File: config.mk
export PLATFORM = sky130hd
export DESIGN_NAME = bitmap_range_update_and_scan_unit
export DESIGN_NICKNAME = d
export VERILOG_FILES = /design/src/design/brus_pkg.sv /design/src/design/brus_ctrl.sv /design/src/design/brus_dp.sv /design/src/design/bitmap_range_update_and_scan_unit.sv
export SDC_FILE = /design/constraint.sdc
export NUM_CORES = 1
export LEC_CHECK = 0
export BUFFER_PORTS_ARGS = -buffer_cell sky130_fd_sc_hd__buf_2
export CAP_MARGIN = 10
export CORE_MARGIN = 5
export CORE_UTILIZATION = 62
export DETAILED_ROUTE_END_ITERATION = 8
export PLACE_DENSITY = 0.8
export SYNTH_ARGS = -nofsm -noshare
export SYNTH_HDL_FRONTEND = slang
export SYNTH_SLANG_ARGS = --single-unit
File: constraint.sdc
create_clock -name clk_i -period 8.6 [get_ports clk_i]
set_input_delay 0.86 -clock clk_i [delete_from_list [all_inputs] [get_ports clk_i]]
set_output_delay 0.86 -clock clk_i [all_outputs]
set_load 0.05 [all_outputs]
File: src/design/brus_pkg.sv
// Shared types and constants of the bitmap range update and scan unit.
package brus_pkg;

  localparam int POS_W = 10;

  typedef logic [POS_W-1:0] pos_t;

  typedef enum logic [1:0] {
    OP_CLEAR = 2'd0,
    OP_SET   = 2'd1,
    OP_FLIP  = 2'd2,
    OP_QUERY = 2'd3
  } op_e;

  typedef enum logic [2:0] {
    ST_CLEAR,
    ST_IDLE,
    ST_SCAN,
    ST_DRAIN,
    ST_FINISH
  } state_e;

  typedef struct packed {
    logic clear;
    logic start;
    logic issue;
    logic load;
  } dp_cmd_t;

  typedef struct packed {
    logic clr_last;
    logic iss_last;
    logic size_zero;
  } dp_sts_t;

endpackage

File: src/design/brus_ctrl.sv
// Controller state machine of the bitmap range update and scan unit.
module brus_ctrl import brus_pkg::*; (
  input  logic    clk_i,
  input  logic    rst_ni,
  input  logic    in_valid_i,
  output logic    in_ready_o,
  output logic    out_valid_o,
  input  logic    out_ready_i,
  input  dp_sts_t sts_i,
  output dp_cmd_t cmd_o
);

  state_e state_q, state_d;
  logic   out_valid_q, out_valid_d;
  logic   out_free;

  assign out_free = !out_valid_q || out_ready_i;

  always_comb begin
    state_d = state_q;
    unique case (state_q)
      ST_CLEAR: begin
        if (sts_i.clr_last) state_d = ST_IDLE;
      end
      ST_IDLE: begin
        if (in_valid_i) state_d = sts_i.size_zero ? ST_FINISH : ST_SCAN;
      end
      ST_SCAN: begin
        if (sts_i.iss_last) state_d = ST_DRAIN;
      end
      ST_DRAIN: begin
        state_d = ST_FINISH;
      end
      ST_FINISH: begin
        if (out_free) state_d = ST_IDLE;
      end
      default: begin
        state_d = ST_IDLE;
      end
    endcase
  end

  always_comb begin
    in_ready_o  = (state_q == ST_IDLE);
    cmd_o.clear = (state_q == ST_CLEAR);
    cmd_o.start = (state_q == ST_IDLE) && in_valid_i;
    cmd_o.issue = (state_q == ST_SCAN);
    cmd_o.load  = (state_q == ST_FINISH) && out_free;
    out_valid_d = cmd_o.load ? 1'b1 : (out_ready_i ? 1'b0 : out_valid_q);
  end

  assign out_valid_o = out_valid_q;

  always_ff @(posedge clk_i or negedge rst_ni) begin
    if (!rst_ni) begin
      state_q     <= ST_CLEAR;
      out_valid_q <= 1'b0;
    end else begin
      state_q     <= state_d;
      out_valid_q <= out_valid_d;
    end
  end

endmodule

File: src/design/brus_dp.sv
// Datapath of the bitmap range update and scan unit: word memory, update and scan logic.
module brus_dp import brus_pkg::*; #(
  parameter int MAX_BITS  = 256,
  parameter int WORD_BITS = 8
) (
  input  logic       clk_i,
  input  logic       rst_ni,
  input  logic       cfg_write_i,
  input  logic [8:0] cfg_data_i,
  input  dp_cmd_t    cmd_i,
  output dp_sts_t    sts_o,
  input  logic [1:0] opcode_i,
  input  logic [7:0] start_req_i,
  input  logic [8:0] run_length_i,
  output logic       bit_at_start_o,
  output logic [7:0] first_set_o,
  output logic       first_set_found_o,
  output logic [7:0] first_clear_o,
  output logic       first_clear_found_o,
  output logic [7:0] last_set_o,
  output logic       last_set_found_o,
  output logic [7:0] last_clear_o,
  output logic       last_clear_found_o,
  output logic [8:0] set_count_o,
  output logic       all_set_o
);

  localparam int WordCount = (MAX_BITS + WORD_BITS - 1) / WORD_BITS;
  localparam int WaW       = (WordCount > 1) ? $clog2(WordCount) : 1;
  localparam int BiW       = $clog2(WORD_BITS);
  localparam int PcW       = $clog2(WORD_BITS + 1);
  localparam int SizeCap   = (MAX_BITS < 511) ? MAX_BITS : 511;

  logic [8:0]           active_q;
  logic [WORD_BITS-1:0] mem_q [WordCount];
  logic [WORD_BITS-1:0] rdata_q;
  logic [WaW-1:0]       iss_addr_q, proc_addr_q;
  pos_t                 iss_base_q, proc_base_q;
  logic                 proc_vld_q;
  op_e                  op_q;
  pos_t                 start_q, end_q;

  pos_t size, end_raw, end_cl;

  logic [WORD_BITS-1:0] run_m, use_m, hit_m, word_new, ones_m, zeros_m;
  logic [BiW-1:0]       fs_idx, ls_idx, fc_idx, lc_idx;
  logic [PcW-1:0]       pop;
  logic                 at_hit, at_val;
  pos_t                 bpos;

  logic fs_found_q, fc_found_q, ls_found_q, lc_found_q, at_q;
  pos_t fs_q, fc_q, ls_q, lc_q, count_q;

  assign size    = (int'(active_q) > SizeCap) ? POS_W'(SizeCap) : POS_W'(active_q);
  assign end_raw = POS_W'(start_req_i) + POS_W'(run_length_i);
  assign end_cl  = (end_raw > size) ? size : end_raw;

  assign sts_o.size_zero = (size == '0);
  assign sts_o.iss_last  = ((iss_base_q + POS_W'(WORD_BITS)) >= size);
  assign sts_o.clr_last  = (iss_addr_q == WaW'(WordCount - 1));

  always_ff @(posedge clk_i or negedge rst_ni) begin
    if (!rst_ni) begin
      active_q <= 9'd256;
    end else if (cfg_write_i) begin
      active_q <= cfg_data_i;
    end
  end

  always_ff @(posedge clk_i) begin
    if (cmd_i.clear) begin
      mem_q[iss_addr_q] <= '0;
    end else if (proc_vld_q && (op_q != OP_QUERY)) begin
      mem_q[proc_addr_q] <= word_new;
    end
    if (cmd_i.issue) begin
      rdata_q <= mem_q[iss_addr_q];
    end
  end

  always_ff @(posedge clk_i or negedge rst_ni) begin
    if (!rst_ni) begin
      iss_addr_q <= '0;
      iss_base_q <= '0;
      proc_vld_q <= 1'b0;
    end else begin
      proc_vld_q <= cmd_i.issue;
      if (cmd_i.clear) begin
        iss_addr_q <= iss_addr_q + WaW'(1);
      end else if (cmd_i.start) begin
        iss_addr_q <= '0;
        iss_base_q <= '0;
      end else if (cmd_i.issue) begin
        iss_addr_q <= iss_addr_q + WaW'(1);
        iss_base_q <= iss_base_q + POS_W'(WORD_BITS);
      end
    end
  end

  always_ff @(posedge clk_i) begin
    proc_addr_q <= iss_addr_q;
    proc_base_q <= iss_base_q;
    if (cmd_i.start) begin
      op_q    <= op_e'(opcode_i);
      start_q <= POS_W'(start_req_i);
      end_q   <= end_cl;
    end
  end

  always_comb begin
    bpos = '0;
    for (int b = 0; b < WORD_BITS; b++) begin
      bpos     = proc_base_q + POS_W'(b);
      run_m[b] = (bpos >= start_q) && (bpos < end_q);
      use_m[b] = (bpos < size);
      hit_m[b] = (bpos == start_q);
    end
    unique case (op_q)
      OP_CLEAR: word_new = rdata_q & ~run_m;
      OP_SET:   word_new = rdata_q | run_m;
      OP_FLIP:  word_new = rdata_q ^ run_m;
      OP_QUERY: word_new = rdata_q;
      default:  word_new = rdata_q;
    endcase
    ones_m  = word_new & use_m;
    zeros_m = ~word_new & use_m;
    fs_idx  = '0;
    fc_idx  = '0;
    ls_idx  = '0;
    lc_idx  = '0;
    pop     = '0;
    for (int b = WORD_BITS - 1; b >= 0; b--) begin
      if (ones_m[b]) fs_idx = BiW'(b);
      if (zeros_m[b]) fc_idx = BiW'(b);
    end
    for (int b = 0; b < WORD_BITS; b++) begin
      if (ones_m[b]) ls_idx = BiW'(b);
      if (zeros_m[b]) lc_idx = BiW'(b);
      pop = pop + PcW'(ones_m[b]);
    end
    at_hit = |(hit_m & use_m);
    at_val = |(hit_m & word_new);
  end

  always_ff @(posedge clk_i or negedge rst_ni) begin
    if (!rst_ni) begin
      fs_found_q <= 1'b0;
      fc_found_q <= 1'b0;
      ls_found_q <= 1'b0;
      lc_found_q <= 1'b0;
      at_q       <= 1'b0;
      fs_q       <= '0;
      fc_q       <= '0;
      ls_q       <= '0;
      lc_q       <= '0;
      count_q    <= '0;
    end else if (cmd_i.start) begin
      fs_found_q <= 1'b0;
      fc_found_q <= 1'b0;
      ls_found_q <= 1'b0;
      lc_found_q <= 1'b0;
      at_q       <= 1'b0;
      fs_q       <= '0;
      fc_q       <= '0;
      ls_q       <= '0;
      lc_q       <= '0;
      count_q    <= '0;
    end else if (proc_vld_q) begin
      if (|ones_m) begin
        if (!fs_found_q) begin
          fs_q       <= proc_base_q + POS_W'(fs_idx);
          fs_found_q <= 1'b1;
        end
        ls_q       <= proc_base_q + POS_W'(ls_idx);
        ls_found_q <= 1'b1;
      end
      if (|zeros_m) begin
        if (!fc_found_q) begin
          fc_q       <= proc_base_q + POS_W'(fc_idx);
          fc_found_q <= 1'b1;
        end
        lc_q       <= proc_base_q + POS_W'(lc_idx);
        lc_found_q <= 1'b1;
      end
      count_q <= count_q + POS_W'(pop);
      if (at_hit) at_q <= at_val;
    end
  end

  always_ff @(posedge clk_i) begin
    if (cmd_i.load) begin
      bit_at_start_o      <= at_q;
      first_set_o         <= fs_q[7:0];
      first_set_found_o   <= fs_found_q;
      first_clear_o       <= fc_q[7:0];
      first_clear_found_o <= fc_found_q;
      last_set_o          <= ls_q[7:0];
      last_set_found_o    <= ls_found_q;
      last_clear_o        <= lc_q[7:0];
      last_clear_found_o  <= lc_found_q;
      set_count_o         <= count_q[8:0];
      all_set_o           <= (size != '0) && (count_q == size);
    end
  end

endmodule

File: src/design/bitmap_range_update_and_scan_unit.sv
// Top level of the bitmap range update and scan unit.
//
//   Channel  Direction  Handshake              Payload
//   cfg      in         cfg_valid_i/cfg_ready_o  cfg_data_i (active_bits)
//   in       in         in_valid_i/in_ready_o    opcode_i, start_req_i, run_length_i
//   out      out        out_valid_o/out_ready_i  bit_at_start_o ... all_set_o
//
// A request scans ceil(size / WORD_BITS) words, where size is active_bits clipped
// to MAX_BITS, and no word when size is zero; the scan is bound by the single memory port
// that reads one word per cycle.
// After reset a clearing pass zeroes the word memory word by word (32 words at the
// default sizes); no request is taken during that pass.
// A finished result waits in the output register while the next request is taken.
// Configuration writes are taken in every cycle.
module bitmap_range_update_and_scan_unit import brus_pkg::*; #(
  parameter int MAX_BITS  = 256,
  parameter int WORD_BITS = 8
) (
  input  logic       clk_i,
  input  logic       rst_ni,
  input  logic       cfg_valid_i,
  output logic       cfg_ready_o,
  input  logic [8:0] cfg_data_i,
  input  logic       in_valid_i,
  output logic       in_ready_o,
  input  logic [1:0] opcode_i,
  input  logic [7:0] start_req_i,
  input  logic [8:0] run_length_i,
  output logic       out_valid_o,
  input  logic       out_ready_i,
  output logic       bit_at_start_o,
  output logic [7:0] first_set_o,
  output logic       first_set_found_o,
  output logic [7:0] first_clear_o,
  output logic       first_clear_found_o,
  output logic [7:0] last_set_o,
  output logic       last_set_found_o,
  output logic [7:0] last_clear_o,
  output logic       last_clear_found_o,
  output logic [8:0] set_count_o,
  output logic       all_set_o
);

  dp_cmd_t cmd;
  dp_sts_t sts;

  assign cfg_ready_o = 1'b1;

  brus_ctrl u_ctrl (
    .clk_i       (clk_i),
    .rst_ni      (rst_ni),
    .in_valid_i  (in_valid_i),
    .in_ready_o  (in_ready_o),
    .out_valid_o (out_valid_o),
    .out_ready_i (out_ready_i),
    .sts_i       (sts),
    .cmd_o       (cmd)
  );

  brus_dp #(
    .MAX_BITS  (MAX_BITS),
    .WORD_BITS (WORD_BITS)
  ) u_dp (
    .clk_i               (clk_i),
    .rst_ni              (rst_ni),
    .cfg_write_i         (cfg_valid_i && cfg_ready_o),
    .cfg_data_i          (cfg_data_i),
    .cmd_i               (cmd),
    .sts_o               (sts),
    .opcode_i            (opcode_i),
    .start_req_i         (start_req_i),
    .run_length_i        (run_length_i),
    .bit_at_start_o      (bit_at_start_o),
    .first_set_o         (first_set_o),
    .first_set_found_o   (first_set_found_o),
    .first_clear_o       (first_clear_o),
    .first_clear_found_o (first_clear_found_o),
    .last_set_o          (last_set_o),
    .last_set_found_o    (last_set_found_o),
    .last_clear_o        (last_clear_o),
    .last_clear_found_o  (last_clear_found_o),
    .set_count_o         (set_count_o),
    .all_set_o           (all_set_o)
  );

  assert property (@(posedge clk_i) disable iff (!rst_ni) cmd.clear |-> !in_ready_o)
    else $error("request taken during the clearing pass");

  assert property (@(posedge clk_i) disable iff (!rst_ni)
    cmd.load |-> (!out_valid_o || out_ready_i))
    else $error("result overwritten before it was taken");

  assert property (@(posedge clk_i) disable iff (!rst_ni)
    (out_valid_o && all_set_o) |-> (first_set_found_o && !first_clear_found_o))
    else $error("full map reported with a clear bit");

  assert property (@(posedge clk_i) disable iff (!rst_ni)
    (out_valid_o && !first_set_found_o) |-> (set_count_o == 9'd0))
    else $error("ones counted with no set bit found");

endmodule

==> results of run 1 <==
==> registers in the layout (all words and copies together) (netlist names), 9 cells and up <==
register,flops
u_dp.active_q,9
u_dp.count_q,10
u_dp.end_q,10
u_dp.mem_q,256
u_dp.set_count_o,9
==> cells by family after synthesis <==
logic type	synth area share, %
other	0.0385
muxes	11.5
AOI/OAI and AO/OA	7.71
buffers and inverters	2.53
DFF	60.9
and+or+nand+nor	7.98
xor gates and xnor gates	1.93
adders and majority gates	7.34
==> per-stage QoR <==
step	utilization (%)	hold slack, ps	setup slack, ps
global route	69.7	458	903
CTS	69.6	442	1470
finish	69.7	408	1410
detailed placement	65.1	421	1470
floorplan	-	345	2000
global placement	65.1	406	1640
==> final timing paths <==
kind	from	slack, ps	end
min	rst_ni	410	u_dp.fc_q[5]
min reg2reg	u_dp.iss_base_q[8]	450	u_dp.proc_base_q[8]
max in group asynchronous	rst_ni	7500	u_dp.iss_addr_q[0]
min in group clk_i	u_dp.iss_base_q[8]	450	u_dp.proc_base_q[8]
max reg2reg	u_dp.proc_base_q[7]	1410	u_dp.count_q[9]
max	u_dp.proc_base_q[7]	1410	u_dp.count_q[9]
==> metal layers <==
layer | global-route usage, % | vias up | share of wire (%)
met5 | 0 | - | 0
met4 | 8.44 | 0 | 3.5
met3 | 4.01 | 108 | 6.6
met2 | 45.0 | 540 | 51
met1 | 35.9 | 5925 | 39
li1 | - | 5299 | -
==> cell type report <==
type,count,area (sq um)
flip-flops and latches,412,11900
fillers,2035,9500
multi-input cells,806,7180
clock buffers,57,1170
repair buffers,100,563
well taps,402,503
clock inverters,21,246
inverters,65,246
==> synthesized netlist by cell type (4+ instances only) <==
cell	instances	area (sq um)
sky130_fd_sc_hd__edfxtp_1	329	9880
sky130_fd_sc_hd__ha_1	105	1310
sky130_fd_sc_hd__nor2_1	102	383
sky130_fd_sc_hd__mux4_2	87	1960
sky130_fd_sc_hd__nand2_1	76	285
sky130_fd_sc_hd__dfrtp_1	70	1750
sky130_fd_sc_hd__inv_1	61	229
sky130_fd_sc_hd__a21oi_1	44	220
sky130_fd_sc_hd__o21ai_0	39	195
sky130_fd_sc_hd__clkbuf_1	37	139
sky130_fd_sc_hd__a22o_1	28	245
sky130_fd_sc_hd__xnor2_1	28	245
sky130_fd_sc_hd__nand3_1	24	120
sky130_fd_sc_hd__a21o_1	19	143
sky130_fd_sc_hd__nor2b_1	19	119
sky130_fd_sc_hd__mux2_2	18	203
sky130_fd_sc_hd__o21a_1	18	135
sky130_fd_sc_hd__nor3_1	17	85.1
sky130_fd_sc_hd__xor2_1	15	131
sky130_fd_sc_hd__nand2b_1	14	87.6
sky130_fd_sc_hd__nand4_1	14	87.6
sky130_fd_sc_hd__dfxtp_1	12	240
sky130_fd_sc_hd__and3_1	10	62.6
sky130_fd_sc_hd__buf_1	9	33.8
sky130_fd_sc_hd__mux2i_1	9	90.1
sky130_fd_sc_hd__a31oi_1	8	50.1
sky130_fd_sc_hd__a211oi_1	7	52.6
sky130_fd_sc_hd__o31ai_1	7	52.6
sky130_fd_sc_hd__a21boi_0	6	45.0
sky130_fd_sc_hd__fa_1	6	120
sky130_fd_sc_hd__buf_4	5	37.5
sky130_fd_sc_hd__nor3b_1	5	37.5
sky130_fd_sc_hd__a211o_1	4	35.0
sky130_fd_sc_hd__and4b_1	4	40.0
sky130_fd_sc_hd__o31a_1	4	35.0
sky130_fd_sc_hd__or3_1	4	25.0
==> power groups by stage <==
stage / combinational (W) / sequential [W] / clock [W]
2_1_floorplan: 0.00197 / 0.00269 / 0
3_3_place_gp: 0.00257 / 0.00271 / 0
3_5_place_dp: 0.00263 / 0.00272 / 0
4_1_cts: 0.00265 / 0.00268 / 0.00188
5_1_grt: 0.00295 / 0.00271 / 0.00198
6_report: 0.00266 / 0.00269 / 0.00186
==> impl_summary.md, run 1 <==
Floorplan
The initial core utilization is roughly 62%. The die is ~190 um wide. The number of top-level design ports is slightly above 80. The floorplan step defined a die boundary enclosing 35100 sq um. The placeable core region is between 30000 and 40000 sq um. In this run the core area contains 65 standard-cell rows. The die outline height is around 190 um.

GRT
For this run the aggregate overflow at the end of global routing stands at 0. The first global-routing pass estimated around 70000 um of wire. The initial antenna violation count is 0. The largest net degree at the start of global routing is roughly 70. For this run, the total global-route usage over all layers was measured as 26.5%. The via count of the first global-routing pass was 11892.

Power and ir drop
In this run the power spent charging and discharging nets is 0.00254 W. The post-layout total power is approximately 0.0072 W. In this run the power density over the cells is 330 nW/um^2. The clock network power share is approximately a quarter. The internal portion of the total power is approximately 0.0047 W. The static leakage is 8.37 nW.

The worst-case IR drop observed on VDD is approximately 0.24 mV. Net switching is 35.3% of the power. The portion of total power attributed to combinational logic is a little under two fifths. The fraction of power consumed by sequential logic is approximately 37%.

Worst setup path
The cell family with the largest share of critical-path delay is adder cells. The type of the worst setup path is reg -> reg. Among the stages of the critical path, the cell type that occurs most often is sky130_fd_sc_hd__inv_1. The top fanout value on the critical path is 10. The critical path runs through a total of 27 cells. STA classifies the critical path endpoint as a flop. The worst register-to-register path has a depth of 27. The largest individual stage delay along the critical path comes from the cell sky130_fd_sc_hd__fa_1.

The largest stage delay on the critical path is around 550 ps. The kind of start point of the critical path is a flop. STA puts the critical path data arrival time at 7630 ps.

The number of buffers and inverters on the critical path is 6. STA puts the critical path data required time at 9040 ps.

Layout
The finished layout holds around 1900 standard cells, fillers aside. The growth of design area from synthesis to finish is 11.7%. The final-stage net count is roughly 1600. The number of antenna diodes in the final layout is 0. After routing the design area is 21800 sq um. The most common library cell in the layout ignoring fill and taps is sky130_fd_sc_hd__edfxtp_1. In the layout the commonest cells are sky130_fd_sc_hd__edfxtp_1 (329), sky130_fd_sc_hd__ha_1 (105), sky130_fd_sc_hd__nor2_1 (95). The fraction of final layout cells sized beyond drive strength 1 is between 20% and 30%.

Hold path
The min-delay analysis places its worst path in the category in -> async.

Synthesis
After synthesis, the share of flip-flops with an asynchronous set or reset is about 17%. Yosys printed 0 warnings. The number of flops mapped to enable cells by yosys is 329.

The mean area per synthesized cell is between 10 and 15 sq um. The fraction of the yosys area taken by sequential cells is between 60% and 70%. The gate count after technology mapping is between 1000 and 1500. The most used flip-flop cell after synthesis is sky130_fd_sc_hd__edfxtp_1. Counting flops and latches in the post-synthesis netlist gives roughly 410.

The synthesized cell area is approximately 20000 sq um. The count of distinct cell types in the synthesized netlist is 76.

Outcome
The flow ran to the end, and the final reports show no timing, DRC or antenna violations.

Clock network
The clock latency on the worst-skew pair is ~570 ps. Clock-pin slew was measured on the worst setup and hold paths at approximately 60 ps. The deepest clock path buffer count is 3. TritonCTS created between 40 and 50 clock buffers. In this run, post-CTS hold repair placed 0 buffers. For this design, the sink count on the clock tree is slightly above 400. The clock tree synthesis step divided the H-tree into 2 levels. The post-CTS setup buffer count is 0.

CTS placed an instance of sky130_fd_sc_hd__clkbuf_16 at the clock tree root. Post-CTS repair changed the size of 0 cells. The CTS tree is yes.

Drt
The count of nets left with antenna violations once routing finished came out at 0. The number of DRC markers in iteration 0 is between 1000 and 1500. The routed length per placed instance is about 25 um. After detailed routing, the number of vias per cell comes to ~6.4. The total number of vias is between 10000 and 15000.

The number of iterations in the first detailed-routing pass is 6. The detailed-route DRC error count is 0. For this block, the routed nets add up to between 40000 and 50000 um of wire.

Place
The total cell area at the placement stage is about 20000 sq um. The detailed-placement wirelength estimate is roughly 30000 um. Routability-driven placement finished with a final weighted congestion of between 0.9 and 1. The number of placed cells counting well taps is ~1800. The number of port buffers is a little over 80.

Job
The count of maximum capacitance violations is 0.

Timing
The final-report setup violation count is 0. For the final database, setup skew stands at 28.0 ps. The final hold violation count came to 0. The summed negative setup slack over all endpoints is 0 ps. The transition time at the pin with the least slew margin is about 1300 ps.

Setup repair after global routing left no endpoint under its margin. Timing would allow up to 139 MHz. The worst slew margin relative to its limit is about an eighth. The final critical path takes up between 80% and 90% of the cycle.

The final number of max-transition violations came to 0. After layout, the minimum clock period comes to between 7000 and 8000 ps.
No activity file was read; power rests on OpenSTA's default activity.
==> inputs of run 2 (changes only) <==
- CORE_UTILIZATION: 62 -> 56
- PLACE_DENSITY: 0.8 -> 0.76
- clock period: 8.6 -> 5.92 ns (I/O delays scaled with it)
==> impl_summary.md, run 2 (synthesized netlist as in run 1, its figures left out) <==
Outcome
The run finished, with violations left. The final reports fail on setup timing.

Place
The number of port buffers is 81 (unchanged). The detailed-placement wirelength estimate is 32300 um (+7.2%). The placer congestion estimate is 0.952 (-2.9%).

Timing
The least setup slack across all paths after layout is -244 ps (-1650 ps). The final-report setup violation count is 6 (+6). The clock period minus worst slack is 6160 ps (-1030 ps).

The summed negative setup slack over all endpoints is -797 ps (-797 ps). The clock skew is 20.1 ps (-7.97 ps). The transition time at the pin with the least slew margin came to 1200 ps (-104 ps). The worst slew margin relative to its limit is 20.0% (+6.9 points).

The worst hold slack is 178 ps (-230 ps). The final hold violation count is 0 (unchanged). The final number of max-transition violations was 0 (unchanged).

The timing-limited maximum frequency came to 162 MHz (+17%). The share of the cycle needed by the critical path after routing is 104% (+21 points). Setup repair after global routing could not meet its margin everywhere.

Drt
The routed length per placed instance is 24.0 um (-3.5%). The routed metal-1 wire length came to 19400 um (+7.3%). The number of iterations in the first detailed-routing pass came to 6 (unchanged). The number of DRC markers in iteration 0 was 994 (-5.1%). The number of routed nets with antenna violations was 0 (unchanged).

The detailed-routed wire length on met2 is 24200 um (+3.2%). The via density per instance is 6.08 (-4.6%). The highest signal layer in the routed design is met4. The detailed-route DRC error count is 0 (unchanged). The met3 routed wirelength is 2950 um (-3.6%). The total number of vias is 12234 (+3.0%). The total wirelength of the detailed-routed design came to 48200 um (+4.2%).

GRT
The initial antenna violation count is 0 (unchanged). The via count of the first global-routing pass is 12353 (+3.9%). The total routing resource utilization after global routing is 24.8% (-1.7 points). The remaining global-route overflow came to 0 (unchanged). The wire length of the first global-routing pass is 73400 um (+1.8%).

The largest net degree at the start of global routing is 72 (unchanged).

Layout
Compared with the post-synthesis result, the final layout area differs by 16.7%. The fraction of final layout cells sized beyond drive strength 1 is 27.6% (+7.4 points). The post-route core utilization came to 66.1% (-3.5 points). The total inserted antenna cells is 0 (unchanged). The number of flip-flops under the largest register name came to 256 (unchanged). The library cell used most frequently in the layout, excluding fill and tap cells, is sky130_fd_sc_hd__edfxtp_1. The register bank with the most flops is u_dp.mem_q.

Leaving out fill and tap cells, the most frequent cells in the layout are sky130_fd_sc_hd__edfxtp_1 (329), sky130_fd_sc_hd__buf_4 (119), sky130_fd_sc_hd__ha_1 (100). The largest registers in the layout are u_dp.mem_q (256), u_dp.count_q (10), u_dp.end_q (10). The final-stage net count is 1670 (+6.3%).

Worst setup path
The type of the worst setup path is reg -> reg. The data arrival at the endpoint of the critical path came to 6580 ps (-1050 ps). The worst-case register-to-register setup slack is -240 ps (-1650 ps). The required time of the worst setup path is 6340 ps (-2700 ps).

The kind of capture point of the worst setup path is a flop. In this run the critical register-to-register path is launched from u_dp.start_q[7]. The endpoint identified for the worst register-to-register timing path is u_dp.count_q[9]. The length in cells of the worst reg-to-reg path is 27 (unchanged).

STA classifies the critical path startpoint as a flop. The top fanout value on the critical path is 3 (-7).

Clock network
TritonCTS built the clock tree. The count of hold buffers inserted by post-cts repair came to 0 (unchanged). The number of buffers added by the clock tree synthesis step is 41 (-2.4%). The clock-pin slew on the worst setup and hold paths is 60 ps (about the same). The count of H-tree levels built during CTS was 2 (unchanged).

The buffer type at the clock tree root is sky130_fd_sc_hd__clkbuf_16. The clock latency on the worst-skew pair was 550 ps (-20 ps). The deepest clock path buffer count is 3 (unchanged). The clock sink count is 412 (unchanged).

Power and ir drop
The internal power contribution is 0.00728 W (+56%). The peak supply drop is 0.368 mV (+56%). The switching power of the nets was 0.00392 W (+54%). The switching power share of the total was 35.0% (-0.28 points).

The clock network power share is 23.9% (-2.0 points). The portion of total power attributed to combinational logic is 40.8% (+3.9 points). The fraction of power consumed by sequential logic was 35.3% (-2.0 points).

The power density over the cells is 492 nW/um^2 (+49%). The static leakage is 8.89 nW (+6.1%).

Floorplan
The number of top-level design ports is 83 (unchanged). The initial core utilization is 56.7% (-5.7 points). The horizontal extent of the die is 197 um (+4.9%). The placeable core region is 34500 sq um (+10%).

The die outline height is 197 um (+4.9%). The number of placement rows came to 68 (+4.6%). The area of the die is 38700 sq um (+10%).

Hold path
The class of the tightest hold or removal check is in -> async.

Job
The count of maximum capacitance violations was 0 (unchanged).
==> run 2: stage by stage <==
stage	cells	power, W	worst slack, ps	cell area (sq um)
finish	2012	0.0112	-244	22800
floorplan	1339	0.00687	-157	19600
CTS	2007	0.0111	-323	22700
global route	2012	0.0118	-453	22800
detailed placement	1916	0.00822	-503	21100
global placement	1916	0.00811	-386	21100
==> run 2: metal layers <==
| metal | up-vias | track usage (%) |
|---|---|---|
| met5 | - | 0 |
| met4 | 0 | 7.65 |
| met3 | 105 | 3.38 |
| met2 | 500 | 42.2 |
| met1 | 6124 | 33.7 |
| li1 | 5505 | - |
==> run 2: how the worst max path moves through the flow <==
stage / slack (ps) / from / cells after the start / end
floorplan: -160 / u_dp.proc_base_q[7] / 27 / u_dp.count_q[7]
global placement: -390 / u_dp.end_q[3] / 32 / u_dp.count_q[9]
detailed placement: -500 / u_dp.end_q[3] / 32 / u_dp.count_q[9]
CTS: -320 / u_dp.end_q[3] / 32 / u_dp.count_q[7]
global route: -450 / u_dp.start_q[3] / 33 / u_dp.count_q[9]
finish: -240 / u_dp.start_q[7] / 27 / u_dp.count_q[9]
==> run 2: repair_timing <==
| action | 4_1_cts | 5_1_grt |
|---|---|---|
| pin swaps | 20 | 7 |
| gates resized for setup | 14 | 20 |
| setup buffers | 17 | 5 |
| cloned | 0 | 0 |
| endpoints found under the setup margin | 8 | 9 |
==> run 2: cell type report <==
class	count	area, sq um
Inverter	65	249
Sequential cell	412	11900
Fill cell	2394	11700
Clock inverter	25	304
Tap cell	455	569
Multi-Input combinational cell	806	7340
Clock buffer	49	1100
Timing Repair Buffer	200	1310
==> run 2: critical path: stages (launching register included) <==
cell                       delay (ps)
sky130_fd_sc_hd__edfxtp_1         330
sky130_fd_sc_hd__inv_1             80
sky130_fd_sc_hd__ha_4             270
sky130_fd_sc_hd__nor3b_4          200
sky130_fd_sc_hd__and3_1           200
sky130_fd_sc_hd__and4b_1          220
sky130_fd_sc_hd__a21oi_1           80
sky130_fd_sc_hd__a2111o_1         350
sky130_fd_sc_hd__ha_1             290
sky130_fd_sc_hd__inv_1             30
sky130_fd_sc_hd__mux4_2           510
sky130_fd_sc_hd__nor3_4           200
sky130_fd_sc_hd__inv_1            110
sky130_fd_sc_hd__fa_1             570
sky130_fd_sc_hd__inv_1             60
sky130_fd_sc_hd__fa_1             460
sky130_fd_sc_hd__fa_2             360
sky130_fd_sc_hd__inv_2             60
sky130_fd_sc_hd__fa_1             410
sky130_fd_sc_hd__inv_2            100
sky130_fd_sc_hd__ha_4             190
sky130_fd_sc_hd__a21o_1           170
sky130_fd_sc_hd__a21oi_2          170
sky130_fd_sc_hd__nor2b_1           60
sky130_fd_sc_hd__o211a_1          240
sky130_fd_sc_hd__nand3_1          100
sky130_fd_sc_hd__xor2_1           150
sky130_fd_sc_hd__nor2_1            50
==> run 2: power by group through the flow <==
stage / registers, W / clock network (W) / logic, W
after floorplan: 0.00391 / 0 / 0.00296
after global placement: 0.00398 / 0 / 0.00412
after detailed placement: 0.00400 / 0 / 0.00422
after CTS: 0.00395 / 0.00272 / 0.00443
after global routing: 0.00399 / 0.00286 / 0.00498
final: 0.00395 / 0.00268 / 0.00457
